File: src/rtl/ffls_pkg.sv
// ----------------------------------------------------------------------------
// ffls_pkg: shared types and constants for the flat face shading block
// Widths of the fixed-point datapath, pipeline stage positions, register
// indexes and reset values of the control registers.
// ----------------------------------------------------------------------------
package ffls_pkg;

   // field widths
   localparam int VTX_W    = 16;   // vertex coordinate, signed Q4.12
   localparam int LIGHT_W  = 14;   // light component, signed Q1.12
   localparam int BRIGHT_W = 13;   // brightness / ambient floor
   localparam int CSR_IDX_W = 2;

   localparam logic [BRIGHT_W-1:0] BRIGHT_MAX = {BRIGHT_W{1'b1}};

   // datapath widths
   localparam int EDGE_W  = VTX_W + 1;      // vertex difference
   localparam int ESQ_W   = 2 * EDGE_W;     // square of one edge component
   localparam int ESUM_W  = 34;             // squared edge length
   localparam int FRAC_SH = 28;             // scale applied before the root

   localparam int SQ_IN_W   = 62;
   localparam int SQ_OUT_W  = SQ_IN_W / 2;
   localparam int SQ_STAGES = SQ_IN_W / 2;
   localparam int SQ_W      = SQ_IN_W + 1;

   localparam int DV_NUM_W  = 47;
   localparam int DV_DEN_W  = 32;
   localparam int DV_Q_W    = 16;
   localparam int DV_REM_W  = DV_NUM_W + 1;
   localparam int DV_STAGES = DV_Q_W;
   localparam int QUO_W     = DV_Q_W + 1;

   localparam int XP_W  = 2 * QUO_W;        // cross product partial term
   localparam int CRS_W = 32;               // cross product component, Q3.28
   localparam int CSQ_W = 62;               // squared normal length
   localparam int DOT_W = CRS_W + LIGHT_W;  // one term of normal . light
   localparam int NUM_W = DV_NUM_W;         // normal . light

   // stage positions (register index, 0 = first register after accept)
   localparam int ST_EDGE = 0;
   localparam int ST_ESQ  = ST_EDGE + 1;
   localparam int ST_ESUM = ST_ESQ + 1;
   localparam int ST_ROOT1 = ST_ESUM + SQ_STAGES;
   localparam int ST_UNIT  = ST_ROOT1 + DV_STAGES;
   localparam int ST_XP   = ST_UNIT + 1;
   localparam int ST_XD   = ST_XP + 1;
   localparam int ST_QM   = ST_XD + 1;
   localparam int ST_QS   = ST_QM + 1;
   localparam int ST_ROOT2 = ST_QS + SQ_STAGES;
   localparam int ST_SHADE = ST_ROOT2 + DV_STAGES;
   localparam int ST_OUT  = ST_SHADE + 1;
   localparam int LAT     = ST_OUT + 1;

   typedef logic signed [EDGE_W-1:0] edge_type;
   typedef logic signed [QUO_W-1:0]  quo_type;

   typedef enum logic [CSR_IDX_W-1:0] {
      CSR_LIGHT_X = 2'd0,
      CSR_LIGHT_Y = 2'd1,
      CSR_LIGHT_Z = 2'd2,
      CSR_AMBIENT = 2'd3
   } csr_index_type;

   localparam logic signed [LIGHT_W-1:0] LIGHT_X_RST = 14'sd0;
   localparam logic signed [LIGHT_W-1:0] LIGHT_Y_RST = 14'sd4096;
   localparam logic signed [LIGHT_W-1:0] LIGHT_Z_RST = 14'sd4096;
   localparam logic [BRIGHT_W-1:0]       AMBIENT_RST = 13'd410;

endpackage

File: src/rtl/ffls_isqrt.sv
// ----------------------------------------------------------------------------
// ffls_isqrt: pipelined integer square root
// Floor of the square root, one result bit per register stage.
// ----------------------------------------------------------------------------
module ffls_isqrt import ffls_pkg::*; (
   input  logic                clock,
   input  logic                en,
   input  logic [SQ_IN_W-1:0]  x_in,
   output logic [SQ_OUT_W-1:0] root
);

   logic [SQ_W-1:0] rem_ff [SQ_STAGES];
   logic [SQ_W-1:0] r_ff   [SQ_STAGES];

   genvar k;
   generate
      for (k = 0; k < SQ_STAGES; k++) begin : g_stage
         localparam int SH = 2 * (SQ_STAGES - 1 - k);
         localparam logic [SQ_W-1:0] BITV = {{(SQ_W-1){1'b0}}, 1'b1} << SH;
         logic [SQ_W-1:0] rem_i, r_i, trial, rem_in, r_in;

         if (k == 0) begin : g_first
            assign rem_i = SQ_W'(x_in);
            assign r_i   = '0;
         end else begin : g_next
            assign rem_i = rem_ff[k-1];
            assign r_i   = r_ff[k-1];
         end

         always_comb begin
            trial = r_i + BITV;
            if (rem_i >= trial) begin
               rem_in = rem_i - trial;
               r_in   = (r_i >> 1) + BITV;
            end else begin
               rem_in = rem_i;
               r_in   = r_i >> 1;
            end
         end

         always_ff @(posedge clock) begin
            if (en) begin
               rem_ff[k] <= rem_in;
               r_ff[k]   <= r_in;
            end
         end
      end
   endgenerate

   assign root = r_ff[SQ_STAGES-1][SQ_OUT_W-1:0];

endmodule

File: config.mk
export PLATFORM = sky130hd
export DESIGN_NAME = ffls_isqrt
export DESIGN_NICKNAME = d
export VERILOG_FILES = /design/src/rtl/ffls_pkg.sv /design/src/rtl/ffls_isqrt.sv
export SDC_FILE = /design/constraint.sdc
export NUM_CORES = 2
export LEC_CHECK = 0
export BUFFER_PORTS_ARGS = -buffer_cell sky130_fd_sc_hd__clkbuf_2
export CORE_MARGIN = 2
export CORE_UTILIZATION = 45
export CTS_CLUSTER_DIAMETER = 200
export CTS_CLUSTER_SIZE = 10
export DETAILED_ROUTE_END_ITERATION = 7
export PLACE_DENSITY_LB_ADDON = 0.2
export SLEW_MARGIN = 25
export SYNTH_ARGS = -nofsm -noshare
export SYNTH_HDL_FRONTEND = slang
export SYNTH_SLANG_ARGS = --single-unit
File: constraint.sdc
create_clock -name clock -period 7.7 [get_ports clock]
set_clock_uncertainty 0.1 [all_clocks]
set_input_delay 1.155 -clock clock [delete_from_list [all_inputs] [get_ports clock]]
set_output_delay 1.155 -clock clock [all_outputs]
set_load 0.01 [all_outputs]
==> impl_metrics.tcl <==
set metrics [dict create \
    setup_viol_count_final 0 \
    worstReg2RegStart "rem_ff[1][780]" \
    clock_sinks 2386 \
    crit_path_end "rem_ff[1][881]" \
    max_slew_margin 0.2528 \
    worst_setup_path_start_kind "flip-flop" \
    drt-wirelength-per-cell_um 23.01 \
    r2r_end "rem_ff[1][881]" \
    antenna_found_initial 14 \
    ant_nets 0 \
    grtUsageMet3 0.03312 \
    die-height_um 509.5 \
    critPathMaxStageDelay_ns 0.78 \
    synthFlopType "edfxtp_1" \
    io_pins 95 \
    gr-total-overflow 0 \
    peakVddDrop_v 0.0002786 \
    fin_tns_setup_ns 0 \
    worst-path-buf-inv 2 \
    path_class "flip-flop to flip-flop" \
    cts_tree "done" \
    end_kind "flip-flop" \
    synth_xor_area_frac 0.06460 \
    crit_path_cell_trace "ha_1, nand2_1, nor2_1, nand3_1, nor4_1, a41oi_1, o21a_1, inv_2, buf_4, o211ai_1, nor4_1, xor2_1" \
    synthTopCellsByArea "edfxtp_1 62%, ha_1 5.7%, xnor2_1 3.2%, xor2_1 3.2%, a21oi_1 2.8%" \
    synth_area_per_cell_um2 12.47 \
    combPwrFrac 0.207 \
    io_buffer_count 94 \
    grt_usage 0.2241 \
    p_int_w 0.02618 \
    yosysMostFrequentCell "edfxtp_1" \
    min_period_over_period 0.6543 \
    post_cts_buffers 0 \
    ff2ff_setup_slack_ns 2.66 \
    status "completed" \
    nNetsFinal 10050 \
    ctsHoldBuffers 0 \
    rsz0062_at_grt "false" \
    start_util 0.4524 \
    vias_per_cell 5.762 \
    crit_cells 12 \
    final_cell_count_no_fill 12850 \
    sw_frac_of_total 0.2933 \
    dpl_worst_slack_ns 2.773 \
    synth_nets 9808 \
    ys_types 92 \
    dieWidth_um 509.5 \
    hold_violations 0 \
    clk_pin_slew_ns 0.06 \
    pwr_density_cell_nw_per_um2 291.5 \
    synth_enable_flop_cells 2386 \
    synth.top_cell.area_share 0.6232 \
    synth_simple_gate_area_frac 0.1257 \
    htree_levels 5 \
    crit_arrival_ns 5.64 \
    gp_congestion 0.9626 \
    synth_top_family_by_area "simple AND/OR/NAND/NOR gates" \
    switchingPower_w 0.01086 \
    clockBufferDepth 4 \
    synth_area_um2 115000 \
    cts_made_buffers 288 \
    synth_compound_area_frac 0.09371 \
    synth_seq_area_share 0.6232 \
    power_frac_clock 0.313 \
    yosys_warnings 0 \
    syn_to_final_growth_pct 10.52 \
    synth_mux_area_frac 0.007803 \
    syn_inst 9219 \
    worst_pin_slew_ns 1.093 \
    synth_top_area_cell "edfxtp_1" \
    core_um2 254200 \
    grt_max_degree 199 \
    cts-root-buf "clkbuf_16" \
    fp.dieArea_um2 259500 \
    insertion_delay_ns 0.97 \
    synth_commonest_cells "2386 x edfxtp_1, 684 x nor2_1, 656 x inv_1" \
    grt_pass1_wl_um 443400 \
    min_path_type "input pin to flip-flop" \
    drv_slew 0 \
    cts_resized 0 \
    reg2reg_depth 12 \
    drc 0 \
    slowest_stage "nor4_1" \
    dp.cells 12540 \
    first_iter_violations 7333 \
    dp_hpwl_um 221800 \
    leakage_nw 47.22 \
    setup_ws_ns 2.662 \
    final_layout_size_suffix_gt1_frac 0.06427 \
    met2_usage 0.3714 \
    firstDrtPassIters 7 \
    sequentialPowerShare 0.480 \
    async_flop_share 0 \
    wl_um 295600 \
    startpoint "rem_ff[1][780]" \
    synth_fa_ha_area_frac 0.05714 \
    rows 185 \
    fin_crit_ns 5.038 \
    required_ns 8.31 \
    crit_top_cell "nor4_1" \
    grt-busiest-layer "met2" \
    vias 74030 \
    grt_pass1_vias 71970 \
    cpLargestDelayFamily "simple AND/OR/NAND/NOR gates" \
    met1_usage 0.3110 \
    crit_fanout 52 \
    drv_cap 0 \
    clock.fmax_mhz 198.5 \
    synth-seq-cells 2386 \
]
## cell type report
cell class / count / area [um^2]
fill: 21990 / 127100
sequential: 2386 / 71650
multi-input combinational: 5983 / 40220
clock buffer: 292 / 7307
tap: 3366 / 4212
inverter: 662 / 2485
timing repair buffer: 144 / 1031
clock inverter: 9 / 147.6
antenna: 5 / 12.51
## kinds of logic after synthesis
group	count (synthesis)
flops	2386
mux	81
simple gates	2781
buf+inv	850
xor+xnor	848
fa+ha+maj	525
compound gates	1748
## metal layers
layer,part of all wire,wire length (um)
met5,0,0
met1,0.44,130300
met4,0.021,6214
met3,0.059,17350
met2,0.48,141800
## power by group through the flow
stage                     combinational, W  sequential (W)  clock [W]
after global routing               0.00846          0.0179     0.0124
final                              0.00767          0.0178     0.0116
after CTS                          0.00757          0.0178     0.0119
after global placement             0.00745          0.0180          0
after detailed placement           0.00752          0.0180          0
after floorplan                    0.00555          0.0173          0
## metrics by stage
step | hold slack [ns] | instance area, um^2 | util | power (W)
6_report | 0.2598 | 127100 | 0.4999 | 0.03704
5_1_grt | 0.2202 | 127000 | 0.4999 | 0.03877
4_1_cts | 0.1913 | 127000 | 0.4997 | 0.03726
3_3_place_gp | 0.3271 | 119500 | 0.4703 | 0.02548
2_1_floorplan | 0.3166 | 115000 | - | 0.02289
3_5_place_dp | 0.3295 | 119500 | 0.4704 | 0.02556
## how the worst min path moves through the flow
| stage | startpoint | end | slack, ns | cells after the start |
|---|---|---|---|---|
| after floorplan | rem_ff[0][358] | rem_ff[0][421] | 0.32 | 0 |
| after global placement | rem_ff[0][459] | rem_ff[0][522] | 0.33 | 0 |
| after detailed placement | rem_ff[1][12] | rem_ff[1][75] | 0.33 | 0 |
| after CTS | x_in[45] | rem_ff[0][45] | 0.19 | 1 |
| after global routing | x_in[45] | rem_ff[0][45] | 0.22 | 1 |
| final | x_in[45] | rem_ff[0][45] | 0.26 | 1 |
## cell usage in the layout, fill, tap and decap left out, types with 26 or more instances in the layout
cell type and instances:
a21o_1 208, nand4_1 177, ha_1 525, a21oi_1 633, nand3_1 135, nor3b_1 28, clkbuf_2 93, nand3b_1 26
xor2_1 424, nand4b_1 26, mux2_2 69, and4_1 27, nor4_1 326, nand2b_1 101, nor4b_1 45, o211ai_1 40
buf_4 37, a31oi_1 39, nor2b_1 74, nor2_1 683, xnor2_1 424, nor3_1 249, edfxtp_1 2386, or4_1 93
o21ai_0 386, nand2_1 538, a211oi_1 45, o21a_1 76, and2_1 38, or2_2 27, or3_1 100, inv_1 656
and3_1 38, o21bai_1 53, o31ai_1 48, clkbuf_16 292
## state kept, by name (all words and copies together), names as in the netlist
register / cells
rem_ff: 1890
r_ff: 496
(Power assumes the default switching activity.)
