## src/rtl/ffls_pkg.sv

```systemverilog
// ----------------------------------------------------------------------------
// ffls_pkg: shared types and constants for the flat face shading block
// Widths of the fixed-point datapath, pipeline stage positions, register
// indexes and reset values of the control registers.
// ----------------------------------------------------------------------------
package ffls_pkg;

   // field widths
   localparam int VTX_W    = 16;   // vertex coordinate, signed Q4.12
   localparam int LIGHT_W  = 14;   // light component, signed Q1.12
   localparam int BRIGHT_W = 13;   // brightness / ambient floor
   localparam int CSR_IDX_W = 2;

   localparam logic [BRIGHT_W-1:0] BRIGHT_MAX = {BRIGHT_W{1'b1}};

   // datapath widths
   localparam int EDGE_W  = VTX_W + 1;      // vertex difference
   localparam int ESQ_W   = 2 * EDGE_W;     // square of one edge component
   localparam int ESUM_W  = 34;             // squared edge length
   localparam int FRAC_SH = 28;             // scale applied before the root

   localparam int SQ_IN_W   = 62;
   localparam int SQ_OUT_W  = SQ_IN_W / 2;
   localparam int SQ_STAGES = SQ_IN_W / 2;
   localparam int SQ_W      = SQ_IN_W + 1;

   localparam int DV_NUM_W  = 47;
   localparam int DV_DEN_W  = 32;
   localparam int DV_Q_W    = 16;
   localparam int DV_REM_W  = DV_NUM_W + 1;
   localparam int DV_STAGES = DV_Q_W;
   localparam int QUO_W     = DV_Q_W + 1;

   localparam int XP_W  = 2 * QUO_W;        // cross product partial term
   localparam int CRS_W = 32;               // cross product component, Q3.28
   localparam int CSQ_W = 62;               // squared normal length
   localparam int DOT_W = CRS_W + LIGHT_W;  // one term of normal . light
   localparam int NUM_W = DV_NUM_W;         // normal . light

   // stage positions (register index, 0 = first register after accept)
   localparam int ST_EDGE = 0;
   localparam int ST_ESQ  = ST_EDGE + 1;
   localparam int ST_ESUM = ST_ESQ + 1;
   localparam int ST_ROOT1 = ST_ESUM + SQ_STAGES;
   localparam int ST_UNIT  = ST_ROOT1 + DV_STAGES;
   localparam int ST_XP   = ST_UNIT + 1;
   localparam int ST_XD   = ST_XP + 1;
   localparam int ST_QM   = ST_XD + 1;
   localparam int ST_QS   = ST_QM + 1;
   localparam int ST_ROOT2 = ST_QS + SQ_STAGES;
   localparam int ST_SHADE = ST_ROOT2 + DV_STAGES;
   localparam int ST_OUT  = ST_SHADE + 1;
   localparam int LAT     = ST_OUT + 1;

   typedef logic signed [EDGE_W-1:0] edge_type;
   typedef logic signed [QUO_W-1:0]  quo_type;

   typedef enum logic [CSR_IDX_W-1:0] {
      CSR_LIGHT_X = 2'd0,
      CSR_LIGHT_Y = 2'd1,
      CSR_LIGHT_Z = 2'd2,
      CSR_AMBIENT = 2'd3
   } csr_index_type;

   localparam logic signed [LIGHT_W-1:0] LIGHT_X_RST = 14'sd0;
   localparam logic signed [LIGHT_W-1:0] LIGHT_Y_RST = 14'sd4096;
   localparam logic signed [LIGHT_W-1:0] LIGHT_Z_RST = 14'sd4096;
   localparam logic [BRIGHT_W-1:0]       AMBIENT_RST = 13'd410;

endpackage

```

## src/rtl/ffls_div.sv

```systemverilog
// ----------------------------------------------------------------------------
// ffls_div: pipelined restoring divider
// Magnitude quotient, one bit per stage; sign applied at the output.
// ----------------------------------------------------------------------------
module ffls_div import ffls_pkg::*; (
   input  logic                clock,
   input  logic                en,
   input  logic [DV_NUM_W-1:0] num,
   input  logic [DV_DEN_W-1:0] den,
   input  logic                neg,
   output quo_type             quo
);

   logic [DV_REM_W-1:0] rem_ff [DV_STAGES];
   logic [DV_DEN_W-1:0] den_ff [DV_STAGES];
   logic [DV_Q_W-1:0]   q_ff   [DV_STAGES];
   logic                neg_ff [DV_STAGES];

   genvar k;
   generate
      for (k = 0; k < DV_STAGES; k++) begin : g_stage
         localparam int SH = DV_Q_W - 1 - k;
         logic [DV_REM_W-1:0] rem_i, dsh, rem_in;
         logic [DV_DEN_W-1:0] den_i;
         logic [DV_Q_W-1:0]   q_i, q_in;
         logic                neg_i, ge;

         if (k == 0) begin : g_first
            assign rem_i = DV_REM_W'(num);
            assign den_i = den;
            assign q_i   = '0;
            assign neg_i = neg;
         end else begin : g_next
            assign rem_i = rem_ff[k-1];
            assign den_i = den_ff[k-1];
            assign q_i   = q_ff[k-1];
            assign neg_i = neg_ff[k-1];
         end

         always_comb begin
            dsh    = DV_REM_W'(den_i) << SH;
            ge     = (rem_i >= dsh);
            rem_in = ge ? (rem_i - dsh) : rem_i;
            q_in   = {q_i[DV_Q_W-2:0], ge};
         end

         always_ff @(posedge clock) begin
            if (en) begin
               rem_ff[k] <= rem_in;
               den_ff[k] <= den_i;
               q_ff[k]   <= q_in;
               neg_ff[k] <= neg_i;
            end
         end
      end
   endgenerate

   assign quo = neg_ff[DV_STAGES-1] ? -quo_type'({1'b0, q_ff[DV_STAGES-1]})
                                    :  quo_type'({1'b0, q_ff[DV_STAGES-1]});

endmodule

```

## config.mk

```make
export PLATFORM = sky130hd
export DESIGN_NAME = ffls_div
export DESIGN_NICKNAME = d
export VERILOG_FILES = /design/src/rtl/ffls_pkg.sv /design/src/rtl/ffls_div.sv
export SDC_FILE = /design/constraint.sdc
export NUM_CORES = 2
export LEC_CHECK = 0
export BUFFER_PORTS_ARGS = -buffer_cell sky130_fd_sc_hd__buf_2
export CORE_MARGIN = 2
export CORE_UTILIZATION = 50
export CTS_BUF_LIST = sky130_fd_sc_hd__clkbuf_4
export DETAILED_ROUTE_END_ITERATION = 7
export PLACE_DENSITY = 0.66
export SLEW_MARGIN = 15
export SYNTH_ARGS = -nofsm -noshare
export SYNTH_HDL_FRONTEND = slang
export SYNTH_SLANG_ARGS = --single-unit
```

## constraint.sdc

```tcl
create_clock -name clock -period 6.45 [get_ports clock]
set_input_delay 0 -clock clock [delete_from_list [all_inputs] [get_ports clock]]
set_output_delay 0 -clock clock [all_outputs]
set_load 0.01 [all_outputs]
```

==> results.yml <==
synth:
  synthCells: 7235
  syn_area_per_cell_um2: 10.74
  syn_nets: 7845
  ys_warn_count: 0
  synth-async-reset-ratio: 0
  synth_top_flop_cell: "edfxtp_1"
  syn-cell-area_mm2: 0.07769
  synth_seq_cells: 1352
  synth-edff-count: 1352
  synth_seq_area_share: 0.5226
  synth.distinct_cells: 92
layout:
  syn2layout_area_growth_pct: 12.64
  ff_latch_area_mm2: 0.04060
  drive_above_1_share: 0.1033
  multi_input_area_mm2: 0.03396
  post-route-util: 0.5674
  final_cells: 10110
  final_nets: 8423
  fillers: 13090
timing:
  post-route-min-period_ns: 5.146
  slew_viol_final: 0
  finalSetupViolCount: 0
  max_freq_mhz: 194.3
  setup_tns_ns: 0
  finalHoldViolCount: 0
  rsz0062_at_grt: "false"
  slew_headroom: 0.1985
  fin_crit_sh: 0.7978
  worst_pin_slew_ns: 1.190
  clock_skew_ns: 0.1125
routing:
  drc: 0
  wl_met2_um: 104000
  first_iter_violations: 2874
  routed.top_layer: "met4"
  wl_um: 187900
  detail_route.wl_per_cell_um: 18.58
  dr.pass1.iters: 6
  antenna_left: 0
  met1_length_um: 65480
  routed_via_density: 5.589
  vias: 56500
  wl_met3_um: 6839
global_routing:
  grt_first_pass_wirelength_um: 297300
  grt_overflow_total: 0
  grt_util_all_layers: 0.2368
  grt_pass1_vias: 58910
  grt_max_degree: 203
  antenna_found_initial: 4
clock_tree:
  cts.hold.buffers_added: 269
  htree_num_levels: 5
  clkLatencyLatePin_ns: 1.37
  cts_root_buffer: "clkbuf_4"
  post_cts_resized: 0
  cts_made_buffers: 374
  cts_tree: "built"
  clk_pin_slew_worst_paths_ns: 0.06
  clock_sinks: 1352
  cts.path.max_buffers: 4
  cts_setup_buffers: 0
pwr:
  swShare: 0.3797
  max-vdd-ir-drop_mv: 0.1906
  p_seq_frac: 0.373
  p_leak_uw: 0.03510
  pwr-share-comb: 0.434
  clkPwrFrac: 0.193
  switchingPower_uw: 14130
  power_density_mw_per_mm2: 425.3
  power.internal_uw: 23090
worst_setup_path:
  crit_fanout: 5
  cp-end-kind: "flip-flop"
  crit_arrival_ns: 6.17
  path_class: "input port to flip-flop"
  startpoint_type: "input port"
  crit_required_ns: 7.47
place:
  dpl.hpwl_um: 138300
  gp_congestion: 0.9513
  io_buffers: 98
  place_inst: 9212
run_status:
  status: "finished, final reports clean"
hold_path:
  hold_class: "input port to flip-flop"
floorplanning:
  die-area_mm2: 0.1586
  die_y_um: 398.2
  coreArea_mm2: 0.1542
  fp-row-count: 144
  start_util: 0.5038
  io_pins: 99
  die_w_um: 398.2
flow_run:
  maxCapViolCount: 0
[path summary, 6_finish.rpt]
| path | slack [ns] | end | depth (start not counted) | start |
|---|---|---|---|---|
| worst max-delay path | 1.30 | rem_ff[0][41] | 16 | den[2] |
| worst min-delay path | 0.30 | rem_ff[0][46] | 5 | num[46] |
| worst max register to register | 1.76 | rem_ff[1][184] | 9 | rem_ff[1][105] |
| worst min register to register | 0.38 | den_ff[1][20] | 0 | den_ff[0][244] |
[cell usage after synthesis, types with 44 or more instances]
| cell | n | area, um2 |
|---|---|---|
| ha_1 | 513 | 6419 |
| nor2b_1 | 72 | 450.4 |
| nor4_1 | 57 | 356.6 |
| xor2_1 | 229 | 2006 |
| a21o_1 | 258 | 1937 |
| o21ai_0 | 513 | 2567 |
| nor3_1 | 113 | 565.5 |
| xnor2_1 | 293 | 2566 |
| nand3_1 | 141 | 705.7 |
| nor2_1 | 462 | 1734 |
| edfxtp_1 | 1352 | 40600 |
| o31ai_1 | 51 | 382.9 |
| nand4_1 | 91 | 569.3 |
| mux2_2 | 72 | 810.8 |
| inv_1 | 643 | 2414 |
| nand2_1 | 615 | 2308 |
| nand2b_1 | 64 | 400.4 |
| o21a_1 | 80 | 600.6 |
| a211oi_1 | 58 | 435.4 |
| and3_1 | 54 | 337.8 |
| a31oi_1 | 44 | 275.3 |
| a21oi_1 | 628 | 3143 |
| clkbuf_1 | 172 | 645.6 |
| o21bai_1 | 73 | 548.0 |
[cell families after synthesis]
| group | count (synthesis) | share of synthesized area |
|---|---|---|
| buffers and inverters | 850 | 0.04161 |
| AOI/OAI and AO/OA | 2000 | 0.1607 |
| DFF | 1352 | 0.5226 |
| xor gates and xnor gates | 522 | 0.05885 |
| adders and majority gates | 528 | 0.08648 |
| and+or+nand+nor | 1904 | 0.1185 |
| muxes | 79 | 0.01134 |
[flip-flops by register name, summed over array words and instances, names as in the netlist]
name,flops
den_ff,480
rem_ff,720
neg_ff,16
q_ff,136
[per-layer routing]
metal,GRT usage,vias to the layer above
li1,-,28010
met1,0.2197,26460
met2,0.4708,1439
met3,0.04001,592
met4,0.1476,0
met5,0,-
[worst max-delay path, stage by stage]
cell,delay (ns)
dlygate4sd3_1,0.53
dlygate4sd3_1,0.56
buf_2,0.11
dlygate4sd3_1,0.56
inv_1,0.06
ha_1,0.37
nor2b_1,0.20
o31a_1,0.31
o31ai_1,0.59
a41oi_1,0.42
a2111oi_1,1.07
nor2_1,0.21
a31oi_1,0.27
xnor2_1,0.08
mux2_2,0.26
dlygate4sd3_1,0.55
[cell type report]
cell class,count,area share
antenna,13,0.0003717
tap,2044,0.02922
clock inverter,103,0.005333
timing repair buffer,408,0.04155
inverter,644,0.02762
multi-input combinational,5033,0.3880
clock buffer,513,0.04401
sequential,1352,0.4639
[stage by stage]
step                      setup WS, ns  area, um2  total power [uW]  hold slack, ns
after floorplan                  3.176      77690             25550         0.09887
after global placement          0.6186      80430             29660          0.1947
after detailed placement         1.775      80450             29830          0.1929
after CTS                        1.721      87480             37380          0.1040
after global routing             1.478      87510             39990          0.1490
final                            1.304      87520             37220          0.3035
[placed cells by master, fill, tap and decap left out, types with 21 or more instances in the layout]
master            n
or2_2            21
o21a_1           80
or4_1            27
nand3_1         141
nand4_1          91
and4_1           21
a211oi_1         58
nand4b_1         23
o31ai_1          50
o211ai_1         43
ha_1            513
inv_1           643
nor2b_1          72
a21oi_1         627
nor4_1           56
nor3_1          113
dlygate4sd3_1   268
nand3b_1         26
edfxtp_1       1352
nand2b_1         64
o21ai_0         513
clkinv_1         72
or3_1            40
and2_1           29
nand2_1         614
a21o_1          258
buf_4            32
and3_1           54
buf_2            97
o21bai_1         73
clkbuf_4        513
xnor2_1         293
a221oi_1         23
xor2_1          229
nor2_1          462
a31oi_1          43
a211o_1          25
mux2_2           72
[power groups by stage]
stage                     sequential (uW)  combinational, uW  clock (uW)
after detailed placement            14000              15800           0
after floorplan                     13600              12000           0
final                               13900              16200        7170
after CTS                           13900              16000        7470
after global placement              14000              15600           0
after global routing                14100              18000        7900
Power figures use the tool's default switching activity.
